`src/design/pes_pkg.sv`:
```
// shared types and constants of the predicated exact sum block
// no dependencies
package pes_pkg;

  localparam int unsigned ChunkRows = 4096;
  localparam int unsigned RowCntW   = $clog2(ChunkRows + 1);
  localparam int unsigned QueueDepth = 2;
  localparam int unsigned QPtrW     = (QueueDepth > 1) ? $clog2(QueueDepth) : 1;
  localparam int unsigned QCntW     = $clog2(QueueDepth + 1);

  localparam int unsigned AddrW = 4;
  localparam int unsigned DataW = 64;

  // register index is taken from address bit 3
  localparam logic RegCompareOp = 1'b0;
  localparam logic RegThreshold = 1'b1;

  typedef enum logic [2:0] {
    CmpLt  = 3'd0,
    CmpLe  = 3'd1,
    CmpGt  = 3'd2,
    CmpGe  = 3'd3,
    CmpEq  = 3'd4,
    CmpNe  = 3'd5,
    CmpAll = 3'd6
  } cmp_op_e;

  typedef struct packed {
    logic signed [63:0] value;
    logic signed [63:0] key;
    logic               last;
  } in_item_t;

  typedef struct packed {
    logic signed [63:0] sum;
    logic               overflow;
  } out_item_t;

  // classified row between front and back
  typedef struct packed {
    logic signed [63:0] value;
    logic               selected;
    logic               out_of_bound;
    logic               last;
  } row_t;

  function automatic logic add_ovf(logic [63:0] a, logic [63:0] b, logic [63:0] r);
    return (a[63] == b[63]) && (r[63] != a[63]);
  endfunction

endpackage

```
`src/design/pes_front.sv`:
```
// front end: configuration registers, row predicate and bound classification
// depends on pes_pkg
module pes_front (
  input  logic                       clk_i,
  input  logic                       rst_ni,
  input  logic                       psel,
  input  logic                       penable,
  input  logic                       pwrite,
  input  logic [pes_pkg::AddrW-1:0]  paddr,
  input  logic [pes_pkg::DataW-1:0]  pwdata,
  output logic [pes_pkg::DataW-1:0]  prdata,
  output logic                       pready,
  input  pes_pkg::in_item_t          item_i,
  output pes_pkg::row_t              row_o
);

  logic [2:0]         op_q, op_d;
  logic signed [63:0] thr_q, thr_d;
  logic               wr_en;
  logic               lt, eq, sel;

  assign pready = 1'b1;
  assign wr_en  = psel && penable && pwrite;

  always_comb begin
    op_d  = op_q;
    thr_d = thr_q;
    if (wr_en) begin
      if (paddr[3] == pes_pkg::RegCompareOp) begin
        op_d = pwdata[2:0];
      end else begin
        thr_d = pwdata;
      end
    end
  end

  always_ff @(posedge clk_i or negedge rst_ni) begin
    if (!rst_ni) begin
      op_q  <= pes_pkg::CmpAll;
      thr_q <= '0;
    end else begin
      op_q  <= op_d;
      thr_q <= thr_d;
    end
  end

  always_comb begin
    if (paddr[3] == pes_pkg::RegCompareOp) begin
      prdata = {{(pes_pkg::DataW-3){1'b0}}, op_q};
    end else begin
      prdata = thr_q;
    end
  end

  assign lt = item_i.key < thr_q;
  assign eq = item_i.key == thr_q;

  always_comb begin
    unique case (pes_pkg::cmp_op_e'(op_q))
      pes_pkg::CmpLt: sel = lt;
      pes_pkg::CmpLe: sel = lt || eq;
      pes_pkg::CmpGt: sel = !(lt || eq);
      pes_pkg::CmpGe: sel = !lt;
      pes_pkg::CmpEq: sel = eq;
      pes_pkg::CmpNe: sel = !eq;
      default:        sel = 1'b1;
    endcase
  end

  // in bound when bits 63..50 are all equal
  always_comb begin
    row_o.value        = item_i.value;
    row_o.selected     = sel;
    row_o.out_of_bound = !((&item_i.value[63:50]) || !(|item_i.value[63:50]));
    row_o.last         = item_i.last;
  end

endmodule

```
`src/design/pes_queue.sv`:
```
// short queue of classified rows between front and back
// depends on pes_pkg
module pes_queue (
  input  logic          clk_i,
  input  logic          rst_ni,
  input  logic          push_i,
  input  pes_pkg::row_t push_row_i,
  output logic          full_o,
  input  logic          pop_i,
  output logic          valid_o,
  output pes_pkg::row_t head_o
);

  pes_pkg::row_t                mem_q [pes_pkg::QueueDepth];
  logic [pes_pkg::QPtrW-1:0]    wr_ptr_q, wr_ptr_d, rd_ptr_q, rd_ptr_d;
  logic [pes_pkg::QCntW-1:0]    cnt_q, cnt_d;

  assign full_o  = cnt_q == pes_pkg::QCntW'(pes_pkg::QueueDepth);
  assign valid_o = cnt_q != '0;
  assign head_o  = mem_q[rd_ptr_q];

  always_comb begin
    wr_ptr_d = wr_ptr_q;
    rd_ptr_d = rd_ptr_q;
    cnt_d    = cnt_q;
    if (push_i) begin
      wr_ptr_d = (wr_ptr_q == pes_pkg::QPtrW'(pes_pkg::QueueDepth - 1)) ? '0 : wr_ptr_q + 1'b1;
    end
    if (pop_i) begin
      rd_ptr_d = (rd_ptr_q == pes_pkg::QPtrW'(pes_pkg::QueueDepth - 1)) ? '0 : rd_ptr_q + 1'b1;
    end
    if (push_i && !pop_i) begin
      cnt_d = cnt_q + 1'b1;
    end else if (pop_i && !push_i) begin
      cnt_d = cnt_q - 1'b1;
    end
  end

  always_ff @(posedge clk_i or negedge rst_ni) begin
    if (!rst_ni) begin
      wr_ptr_q <= '0;
      rd_ptr_q <= '0;
      cnt_q    <= '0;
    end else begin
      wr_ptr_q <= wr_ptr_d;
      rd_ptr_q <= rd_ptr_d;
      cnt_q    <= cnt_d;
    end
  end

  always_ff @(posedge clk_i) begin
    if (push_i) begin
      mem_q[wr_ptr_q] <= push_row_i;
    end
  end

endmodule

```
`src/design/pes_back.sv`:
```
// back end: chunk accumulation, grand total stage and result register
// depends on pes_pkg
module pes_back (
  input  logic              clk_i,
  input  logic              rst_ni,
  input  logic              row_valid_i,
  input  pes_pkg::row_t     row_i,
  output logic              row_pop_o,
  output logic              out_valid_o,
  input  logic              out_stall_i,
  output pes_pkg::out_item_t out_item_o
);

  // chunk stage
  logic [63:0]                 wrap_q, wrap_d, chk_q, chk_d;
  logic                        oob_q, oob_d, caov_q, caov_d;
  logic [pes_pkg::RowCntW-1:0] cnt_q, cnt_d;
  logic [63:0]                 wrap_new, chk_new, chk_sum, addv;
  logic                        oob_new, caov_new, chk_ovf, closes;

  // close stage
  logic        cl_valid_q, cl_valid_d;
  logic [63:0] cl_part_q, cl_part_d;
  logic        cl_fail_q, cl_fail_d, cl_last_q, cl_last_d;
  logic        cl_free, cl_fire;

  // total stage
  logic [63:0] tot_q, tot_d, tot_sum;
  logic        failed_q, failed_d, fail_pre, tot_ovf, fail_new;
  logic [63:0] tot_new;

  // result register
  logic                 out_valid_q, out_valid_d;
  pes_pkg::out_item_t   out_q, out_d;
  logic                 out_free;

  assign out_free  = !out_valid_q || !out_stall_i;
  assign cl_fire   = cl_valid_q && (!cl_last_q || out_free);
  assign cl_free   = !cl_valid_q || cl_fire;
  assign closes    = row_i.last || (cnt_q == pes_pkg::RowCntW'(pes_pkg::ChunkRows - 1));
  assign row_pop_o = row_valid_i && (!closes || cl_free);

  assign addv     = row_i.selected ? row_i.value : '0;
  assign wrap_new = wrap_q + addv;
  assign chk_sum  = chk_q + row_i.value;
  assign chk_ovf  = pes_pkg::add_ovf(chk_q, row_i.value, chk_sum);

  always_comb begin
    oob_new  = oob_q;
    caov_new = caov_q;
    chk_new  = chk_q;
    if (row_i.selected) begin
      oob_new = oob_q || row_i.out_of_bound;
      if (!caov_q) begin
        if (chk_ovf) begin
          caov_new = 1'b1;
        end else begin
          chk_new = chk_sum;
        end
      end
    end
  end

  always_comb begin
    wrap_d     = wrap_q;
    chk_d      = chk_q;
    oob_d      = oob_q;
    caov_d     = caov_q;
    cnt_d      = cnt_q;
    cl_valid_d = cl_valid_q && !cl_fire;
    cl_part_d  = cl_part_q;
    cl_fail_d  = cl_fail_q;
    cl_last_d  = cl_last_q;
    if (row_pop_o) begin
      if (closes) begin
        wrap_d     = '0;
        chk_d      = '0;
        oob_d      = 1'b0;
        caov_d     = 1'b0;
        cnt_d      = '0;
        cl_valid_d = 1'b1;
        cl_part_d  = oob_new ? chk_new : wrap_new;
        cl_fail_d  = oob_new && caov_new;
        cl_last_d  = row_i.last;
      end else begin
        wrap_d = wrap_new;
        chk_d  = chk_new;
        oob_d  = oob_new;
        caov_d = caov_new;
        cnt_d  = cnt_q + 1'b1;
      end
    end
  end

  assign fail_pre = failed_q || cl_fail_q;
  assign tot_sum  = tot_q + cl_part_q;
  assign tot_ovf  = pes_pkg::add_ovf(tot_q, cl_part_q, tot_sum);
  assign fail_new = fail_pre || tot_ovf;
  assign tot_new  = fail_new ? tot_q : tot_sum;

  always_comb begin
    tot_d       = tot_q;
    failed_d    = failed_q;
    out_valid_d = out_valid_q && out_stall_i;
    out_d       = out_q;
    if (cl_fire) begin
      if (cl_last_q) begin
        tot_d          = '0;
        failed_d       = 1'b0;
        out_valid_d    = 1'b1;
        out_d.sum      = fail_new ? '0 : tot_new;
        out_d.overflow = fail_new;
      end else begin
        tot_d    = tot_new;
        failed_d = fail_new;
      end
    end
  end

  always_ff @(posedge clk_i or negedge rst_ni) begin
    if (!rst_ni) begin
      wrap_q      <= '0;
      chk_q       <= '0;
      oob_q       <= 1'b0;
      caov_q      <= 1'b0;
      cnt_q       <= '0;
      cl_valid_q  <= 1'b0;
      tot_q       <= '0;
      failed_q    <= 1'b0;
      out_valid_q <= 1'b0;
    end else begin
      wrap_q      <= wrap_d;
      chk_q       <= chk_d;
      oob_q       <= oob_d;
      caov_q      <= caov_d;
      cnt_q       <= cnt_d;
      cl_valid_q  <= cl_valid_d;
      tot_q       <= tot_d;
      failed_q    <= failed_d;
      out_valid_q <= out_valid_d;
    end
  end

  always_ff @(posedge clk_i) begin
    cl_part_q <= cl_part_d;
    cl_fail_q <= cl_fail_d;
    cl_last_q <= cl_last_d;
    out_q     <= out_d;
  end

  assign out_valid_o = out_valid_q;
  assign out_item_o  = out_q;

endmodule

```
`src/design/predicated_exact_sum_core.sv`:
```
// Conditional exact 64-bit column sum with overflow detection. One row is
// accepted per clock cycle while in_stall_o is low; the front compares the
// key against the threshold and classifies the value's bound, a two-entry
// queue decouples it from the back, where a chunk accumulator is followed by
// one grand-total adder stage. The result of the row marked last passes the
// queue and the close stage and is held in an output register. There is no
// clearing pass after reset. Registers: compare_op at byte 0, threshold at 8.
// depends on pes_pkg, pes_front, pes_queue, pes_back
module predicated_exact_sum_core (
  input  logic                       clk_i,
  input  logic                       rst_ni,
  input  logic                       psel,
  input  logic                       penable,
  input  logic                       pwrite,
  input  logic [pes_pkg::AddrW-1:0]  paddr,
  input  logic [pes_pkg::DataW-1:0]  pwdata,
  output logic [pes_pkg::DataW-1:0]  prdata,
  output logic                       pready,
  input  logic                       in_valid_i,
  output logic                       in_stall_o,
  input  pes_pkg::in_item_t          in_data_i,
  output logic                       out_valid_o,
  input  logic                       out_stall_i,
  output pes_pkg::out_item_t         out_data_o
);

  pes_pkg::row_t row_in, row_head;
  logic          q_full, q_valid, q_pop, q_push;

  assign in_stall_o = q_full;
  assign q_push     = in_valid_i && !q_full;

  pes_front u_front (
    .clk_i   (clk_i),
    .rst_ni  (rst_ni),
    .psel    (psel),
    .penable (penable),
    .pwrite  (pwrite),
    .paddr   (paddr),
    .pwdata  (pwdata),
    .prdata  (prdata),
    .pready  (pready),
    .item_i  (in_data_i),
    .row_o   (row_in)
  );

  pes_queue u_queue (
    .clk_i      (clk_i),
    .rst_ni     (rst_ni),
    .push_i     (q_push),
    .push_row_i (row_in),
    .full_o     (q_full),
    .pop_i      (q_pop),
    .valid_o    (q_valid),
    .head_o     (row_head)
  );

  pes_back u_back (
    .clk_i       (clk_i),
    .rst_ni      (rst_ni),
    .row_valid_i (q_valid),
    .row_i       (row_head),
    .row_pop_o   (q_pop),
    .out_valid_o (out_valid_o),
    .out_stall_i (out_stall_i),
    .out_item_o  (out_data_o)
  );

endmodule

```
`config.mk`:
```
export PLATFORM = sky130hd
export DESIGN_NAME = predicated_exact_sum_core
export DESIGN_NICKNAME = d
export VERILOG_FILES = /design/src/design/pes_pkg.sv /design/src/design/pes_front.sv /design/src/design/pes_queue.sv /design/src/design/pes_back.sv /design/src/design/predicated_exact_sum_core.sv
export SDC_FILE = /design/constraint.sdc
export NUM_CORES = 1
export LEC_CHECK = 0
export BUFFER_PORTS_ARGS = -buffer_cell sky130_fd_sc_hd__buf_2
export CORE_MARGIN = 4
export CORE_UTILIZATION = 50
export DETAILED_ROUTE_END_ITERATION = 16
export HOLD_SLACK_MARGIN = 0.08
export PLACE_DENSITY = 0.76
export SYNTH_ARGS = -nofsm -noshare
export SYNTH_HDL_FRONTEND = slang
export SYNTH_HIERARCHICAL = 1
export SYNTH_SLANG_ARGS = --single-unit
```
`constraint.sdc`:
```
create_clock -name clk_i -period 15.5 [get_ports clk_i]
set_input_delay 1.55 -clock clk_i [delete_from_list [all_inputs] [get_ports clk_i]]
set_output_delay 1.55 -clock clk_i [all_outputs]
set_load 0.05 [all_outputs]
```
==> results.md <==
- Post-route setup TNS: 0 ps
- FILL cells: 5926
- DP Wirelength: 65500 um
- Post-DP Area: 36500 um2
- Max Transition Viols Final: 0
- Clock sink count: 546
- Post-synth EDFFs: 265
- Number of vias per cell: 5.77
- DR DRC count: 0
- Mean Syn Cell Area: 10.3 um2
- Post-synth top cells: 279 x dfrtp_1, 267 x a21oi_1, 265 x edfxtp_1
- First-pass GRT wire length: 138000 um
- Postcts setup bufs: 0
- Req. time, crit path: 15830 ps
- H-tree Lvls: 2
- GRT overflow: 0
- PortBufs: 331
- Synth warn: 6
- Async set-or-reset flop fraction in the synthesized netlist: 0.515
- Post-Synthesis Cells: 3377
- Critical path startpoint category: register
- Final WL: 87500 um
- Largest net degree at the start of global routing: 149
- Finished Cell Area: 38500 um2
- Min Tclk post-route: 6160 ps
- FP Rows: 96
- Power Dens Cells: 234 nW/um2
- P_int: 0.00489 W
- Post-CTS sizing: 0
- Worst vdd ir: 0.168 mV
- Initial Util: 0.504
- Worst-Skew Late Latency: 630 ps
- Slew @ Worst Pin: 1280 ps
- Tcrit/Tclk final: 0.398
- Comb pwr share: 0.566
- Clock power share: 0.165
- Critical Path Fanout Max: 55
- Skew final: 30.9 ps
- ANT nets after route: 0
- Die X: 271 um
- Critical Path Sink Type: register
- Final layout net count: 4026
- Clock Path Buffers: 3
- Initial antenna violation count: 3
- CTS buffer count: 60
- Top Ports: 336
- Area grow syn2layout: 11.2%
- Sequential area share after synthesis: 0.433
- Critical path arrival: 6490 ps
- Kind of critical path: register to register
- Worst-path clk slew: 60 ps
- Switch share: 0.458
- Max-cap violations: 0
- Status: completed
- Via count: 26300
- Switch Pwr: 0.00412 W
- Flop-to-flop setup slack: 9340 ps
- HP Class: register to register
- RSZ-0062 raised after global routing: false
- DIE HEIGHT: 271 um
- Unique masters post-synth: 94
- Core Area: 68700 um2
- Final hold violations: 0
- Top cells by area in the synthesized netlist: edfxtp_1 23%, dfrtp_1 20%, ha_1 9.2%, a22o_1 4.0%, mux2_2 3.9%
- Hold_buf cts: 0
- Leakage: 17.5 nW
- DR WL/cell: 19.2 um
- Seq pwr share: 0.269
- Buffer type at the clock tree root: clkbuf_16
- Die area: 73600 um2
- Synthesis-stage register bit count: 546
- Post-Synthesis Net Count: 3839
- Final Power: 0.00901 W
- Final setup fails: 0
- Fmax: 162 MHz
- GR Util All Layers: 0.229
- Share of cells above drive strength 1: 0.179
- Antenna cells: 0
- CTS tree: built
- DR pass1 iterations: 5
- GP Congestion: 0.938
- Top cell type's share of synthesized area: 0.230
- Main flop type after synthesis: dfrtp_1
- Synth area leader: edfxtp_1
- Mapped cell area: 34700 um2
- First DRT Iteration DRCs: 1786
- Vias in the first global route: 25200
- Most frequent cell after synthesis: dfrtp_1
- Worst hold slack: 487 ps
- Slew HR: 0.138
==> sequential cells by signal, indices dropped and copies added (netlist names) <==
register            count
u_queue/mem_q         134
u_back/out_item_o      65
u_back/chk_q           64
u_back/cl_part_q       64
u_back/tot_q           64
u_back/wrap_q          64
u_front/thr_q          64
u_back/cnt_q           13
u_front/op_q            3
u_queue/cnt_q           2
u_back/caov_q           1
u_back/cl_fail_q        1
u_back/cl_last_q        1
u_back/cl_valid_q       1
u_back/failed_q         1
u_back/oob_q            1
u_back/out_valid_o      1
u_queue/rd_ptr_q        1
u_queue/wr_ptr_q        1
==> worst paths after layout <==
path / startpoint / end / cells after the start
max: u_queue/rd_ptr_q / u_back/cl_part_q[22] / 16
min: u_queue/cnt_q[1] / u_queue/cnt_q[1] / 1
max reg2reg: u_queue/rd_ptr_q / u_back/cl_part_q[22] / 16
min reg2reg: u_queue/cnt_q[1] / u_queue/cnt_q[1] / 1
max in group asynchronous: rst_ni / u_queue/rd_ptr_q / 2
min in group asynchronous: rst_ni / u_front/thr_q[61] / 1
==> per-layer routing <==
layer / wire length [um] / part of all wire / GRT usage
met5: 30 / 0.00034 / 0
met4: 2250 / 0.026 / 0.0609
met3: 6290 / 0.072 / 0.0400
met2: 39400 / 0.45 / 0.365
met1: 39600 / 0.45 / 0.327
==> power by group through the flow <==
stage          Clock [W]  Sequential (W)  Combinational (W)
6_report         0.00148         0.00243            0.00510
5_1_grt          0.00158         0.00247            0.00559
4_1_cts          0.00152         0.00242            0.00504
2_1_floorplan          0         0.00258            0.00373
3_3_place_gp           0         0.00243            0.00494
3_5_place_dp           0         0.00244            0.00501
==> critical path, stage by stage, from the launching register on <==
cell	delay (ps)
dfrtp_4	680
buf_4	590
mux2_2	440
ha_1	420
a21o_1	220
a21o_1	170
a21oi_1	190
and2_1	190
and3_1	200
o311ai_1	110
and3_2	270
a41oi_4	370
mux2i_4	600
buf_4	740
nor2b_1	100
a211oi_1	400
a21oi_1	80
==> through the flow <==
step | util | cells | setup WS (ps)
CTS | 0.561 | 4547 | 9360
finish | 0.561 | 4547 | 9340
floorplan | - | 3377 | 10050
global route | 0.561 | 4547 | 8900
detailed placement | 0.531 | 4433 | 9360
global placement | 0.531 | 4433 | 9370
==> cell type report <==
type	instances	area (um2)	share of cell area
Tap cell	931	1160	0.0302
Inverter	120	450	0.0117
Multi-Input combinational cell	2484	18000	0.468
Clock inverter	40	460	0.0119
Sequential cell	546	15000	0.389
Timing Repair Buffer	352	1840	0.0477
Clock buffer	74	1610	0.0416
==> logic make-up (layout without fill, tap and decap cells) <==
| family | after synthesis | in the layout | synth area share |
|---|---|---|---|
| buf+inv | 347 | 586 | 0.0500 |
| compound gates | 1000 | 1000 | 0.191 |
| simple gates | 851 | 851 | 0.123 |
| mux | 192 | 192 | 0.0631 |
| fa+ha+maj | 258 | 258 | 0.0938 |
| flops | 546 | 546 | 0.433 |
| other cells | 1 | 1 | 0.000108 |
| xor+xnor | 182 | 182 | 0.0460 |
==> cells in the final DEF (no fill, tap or decap), types with 51 or more instances in the layout <==
cell and instances:
xnor2_1 116, nand2_1 257, nand4_1 63, nor2_1 163
inv_1 120, o21ai_0 160, xor2_1 66, mux2i_1 51
a21oi_1 265, edfxtp_1 265, and2_1 143, mux2_2 119
buf_2 330, a22o_1 159, clkbuf_16 61, a21o_1 116
dfrtp_1 278, ha_1 255, o21ai_1 62, nand3_1 54
(Power assumes the default switching activity.)
